==> src/rtl/dfw_ram.sv <==
// ----------------------------------------------------------------------------
// dfw_ram
// Generic single-write, single-read synchronous RAM with registered read data.
// ----------------------------------------------------------------------------
module dfw_ram #(
  parameter int WIDTH = 8,
  parameter int DEPTH = 64
) (
  input  logic                     clk,
  input  logic                     we,
  input  logic [$clog2(DEPTH)-1:0] waddr,
  input  logic [WIDTH-1:0]         wdata,
  input  logic                     re,
  input  logic [$clog2(DEPTH)-1:0] raddr,
  output logic [WIDTH-1:0]         rdata
);

  logic [WIDTH-1:0] mem [DEPTH];
  logic [WIDTH-1:0] rdata_r;

  always_ff @(posedge clk) begin
    if (we) begin
      mem[waddr] <= wdata;
    end
    if (re) begin
      rdata_r <= mem[raddr];
    end
  end

  assign rdata = rdata_r;

endmodule

==> config.mk <==
export PLATFORM = sky130hd
export DESIGN_NAME = dfw_ram
export DESIGN_NICKNAME = d
export VERILOG_FILES = /design/src/rtl/dfw_ram.sv
export SDC_FILE = /design/constraint.sdc
export NUM_CORES = 1
export LEC_CHECK = 0
export ABC_AREA = 0
export BUFFER_PORTS_ARGS = -buffer_cell sky130_fd_sc_hd__buf_2
export CORE_ASPECT_RATIO = 0.6
export CORE_MARGIN = 8
export CORE_UTILIZATION = 67
export CTS_CLUSTER_DIAMETER = 40
export DETAILED_ROUTE_END_ITERATION = 12
export GPL_TIMING_DRIVEN = 0
export HOLD_SLACK_MARGIN = 0.15
export PLACE_DENSITY = 0.83
export REMOVE_ABC_BUFFERS = 1
export SETUP_SLACK_MARGIN = 0.1
export SYNTH_ARGS = -nofsm -noshare
export SYNTH_HDL_FRONTEND = slang
export SYNTH_SLANG_ARGS = --single-unit
==> constraint.sdc <==
create_clock -name clk -period 5.7 [get_ports clk]
set_clock_uncertainty 0.15 [all_clocks]
set_input_delay 0.57 -clock clk [delete_from_list [all_inputs] [get_ports clk]]
set_output_delay 0.57 -clock clk [all_outputs]
set_load 0.01 [all_outputs]
---- Yosys cells after proc, flatten, opt, wreduce, memory -nomap -nowiden ----
Memories as Yosys holds them, arrays and structs flattened. A register that Yosys moved wholly into a read port is not among the register bits.
Cells that the tools add are included.
cells by class
  equality and inequality tests ........... 0
  bitwise gates (word level) .............. 0
  order comparisons ....................... 0
  reduce and logical (&&, ||, !) cells .... 0
  add/subtract/negate cells ............... 0
  shift-type cells ........................ 0
  divide/modulo/power cells ............... 0
  multipliers ............................. 0
  multiplexer cells ....................... 2
operators by type and width
  operator          number
  2-to-1 mux 1 bit  2
word-level totals
  bits in latches ......................... 0
  RAM bits ................................ 512
  logic and storage cells ................. 3
  output and inout port bits .............. 8
  input port bits ......................... 23
  bits in registers ....................... 0
  memory bits (read-only) ................. 0
  memories kept ........................... 1
memories
  memory  depth  bits a word  read ports  clocked after Yosys merged registers in  write ports  line  text
  mem     64     8            1           1                                        1            18    logic [WIDTH-1:0] mem [DEPTH];

---- Longest topological paths before layout ----
  depth after elaboration ................. 2
  mapped depth ............................ 9

---- Least setup slack after synthesis ----
OpenSTA, ideal clock, no wires.
  path type ............................... in2reg
  start point ............................. input port raddr[1]
  end point ............................... register rdata_r[3], in the netlist rdata[3], read port of mem, data pin
  stages .................................. 7
  arrival time ............................ 2.110 ns
  slack ................................... 3.174 ns
  required time ........................... 5.284 ns
  cell sequence ........................... buf_4 buf_2 buf_2 mux4_2 mux4_2 o21ai_1 o41ai_1
RTL lines
  what                line  text
  start: declaration  14    input logic [$clog2(DEPTH)-1:0] raddr,
  end: declaration    19    logic [WIDTH-1:0] rdata_r;

==> results.toml <==
[outcome]
status = "finished, final reports clean"

[global_routing]
grt_pass1_wl_um = 66100
antenna_found_initial = 1
grt_pass1_vias = 9964
grtUsageTotal_pct = 25.16
grt_max_degree = 87
overflow = 0

[place]
gp_congestion = 0.8613
hpwlAfterDp_um = 25200
io_buffer_count = 30
dp.cells = 1330
place_worst_setup_slack_ns = 1.856

[die]
fp.dieW_um = 240.4
core_mm2 = 0.02986
die-area_mm2 = 0.03622
die_h_um = 150.7
initial_utilization_pct = 67.81
row_count = 49
ios = 31

[timing]
worst_slack_ns = 2.227
slew_headroom_pct = 13.30
finalSetupViolCount = 0
worst_slew_pin_slew_ns = 1.301
min_period_ns = 3.473
drv_slew = 0
rsz0062_at_grt = "no"
fin_crit_sh_pct = 60.93
fmax_ghz = 0.2879
hold_violations = 0
setup_tns_ns = 0

[synthesis]
synth_edf_count = 520
yosysWarnings = 0
yosysTopAreaCell = "edfxtp_1"
syn_avg_cell_area_um2 = 21.54
synth_common_cells = "edfxtp_1 (520), mux4_2 (126), nor2_1 (83), mux2i_1 (23), nand2_1 (19)"
syn_area_mm2 = 0.02025
synth-seq-area-share_pct = 77.12
ys_ff_latch = 520
synthArstFlopShare_pct = 0
synth_top_area_share_pct = 77.12
synth.distinct_cells = 39
netlist_instances = 940
synth_area_leaders = "edfxtp_1 (77%), mux4_2 (14%), nor2_1 (1.5%)"
ys.flop_type = "edfxtp_1"
yosys.cell_count.top_type = "edfxtp_1"

[setup_path]
r2r_setup_slack_ns = 3.23
worst_setup_path_start_kind = "primary input"
critical_path.endpoint_type = "flop"
reg2reg_to = "rdata[5]"
cp_max_fo = 46
critPathRequiredTime_ns = 5.85
worst_r2r_path_depth = 4
cp.arrival_ns = 3.62
cp-startpoint = "raddr[3]"
timing_worst_setup_path_type = "in -> reg"
timing.rr.start = "mem[0][5]"

[routing]
routed_wl_um = 43960
drt_pass1_iterations = 5
wl_per_cell_um = 31.09
drt_iter0_drc = 1318
viasPerCell = 7.030
ant_nets = 0
via_count = 9940
drc = 0

[finish]
nets = 993
layoutNonFillerInstCount = 1414
n_fill_cell = 1623
regArea_mm2 = 0.01562
multi_input_area_mm2 = 0.004315
diodes = 0
postLayoutCoreUtil_pct = 74.10
drive_gt1_share_pct = 23.76
area_growth_pct = 9.276

[clocking]
clk_pin_slew_ns = 0.07
clk_latency_ns = 0.56
cts_buffers = 45
ctsHoldBuffers = 0
root_buffer = "clkbuf_16"
cts_tree = "yes"
postCtsResizedCells = 0
post_cts_buffers = 0
clk_path_buf_depth = 3
clock_sinks = 520
htreeDepth = 2

[power]
combinationalPowerShare_pct = 5.1
power.switching_w = 0.001607
clock_power_share_pct = 39.3
swShare_pct = 21.03
seqPwrFrac_pct = 55.6
power_density_mw_per_mm2 = 345.3
p_leak_nw = 6.825
p_int_w = 0.006034
irDropWorstVdd_mv = 0.2302

[hold_path]
hold_path_depth = 1
hold_end = "rdata[4]"
min_from = "re"
hold_path_class = "in -> reg"

[job]
maxCapViolCount = 0
layout make-up:
type	count	share of cell area [%]
timing repair buffer	34	1.142
tap	408	2.307
clock inverter	27	1.001
multi-input combinational	369	19.50
sequential	520	70.58
clock buffer	56	5.469
cell usage in the layout, fill, tap and decap left out, types with 13 or more instances in the layout:
cell / netlist / layout
mux2i_1: 23 / 23
buf_2: 11 / 27
mux4_2: 126 / 126
clkbuf_16: 0 / 47
edfxtp_1: 520 / 520
mux2_2: 13 / 13
nor2b_1: 14 / 14
nand2_1: 19 / 19
nor2_1: 83 / 83
nand3_1: 13 / 13
cells by family after synthesis:
kind of cell | share of synthesized area [%]
and+or+nand+nor | 3.374
muxes | 15.88
buffers and inverters | 1.563
AOI/OAI and AO/OA | 2.064
DFF | 77.12
how the worst max path moves through the flow:
stage	depth (start not counted)	to	slack, ns
floorplan	5	rdata[4]	3.48
global placement	6	rdata[4]	-0.82
detailed placement	7	rdata[6]	1.86
CTS	6	rdata[6]	2.36
global route	7	rdata[6]	2.21
finish	6	rdata[6]	2.23
power by group through the flow:
stage	logic (W)	registers, W	clock network (W)
detailed placement	0.000381	0.00433	0
floorplan	0.000164	0.00433	0
finish	0.000386	0.00425	0.00301
global placement	0.000378	0.00433	0
CTS	0.000385	0.00425	0.00302
global route	0.000408	0.00425	0.00316
worst max-delay path, stage by stage:
cell	delay, ns
buf_2	0.89
nand2b_1	0.59
a211oi_1	0.11
nor4_1	0.75
nor3_1	0.17
o32ai_1	0.50
registers in the layout, indices dropped and copies added, names as in the netlist:
register  cells
rdata         8
mem         512
metal layers:
layer | track usage, % | vias to the layer above | wire [um]
met5 | 0 | - | 11
met4 | 5.774 | 2 | 932
met3 | 5.612 | 87 | 5245
met2 | 37.27 | 684 | 19910
met1 | 38.69 | 5174 | 17860
li1 | - | 3993 | -
metrics by stage:
| stage | hold slack, ns | area [um2] | total power, W |
|---|---|---|---|
| 6_report | 0.2183 | 22130 | 0.007641 |
| 5_1_grt | 0.2188 | 22130 | 0.007819 |
| 4_1_cts | 0.2024 | 22120 | 0.007657 |
| 3_5_place_dp | 0.7859 | 20690 | 0.004713 |
| 3_3_place_gp | 0.7526 | 20590 | 0.004707 |
| 2_1_floorplan | 0.5189 | 19930 | 0.004494 |
Power figures use the tool's default switching activity.
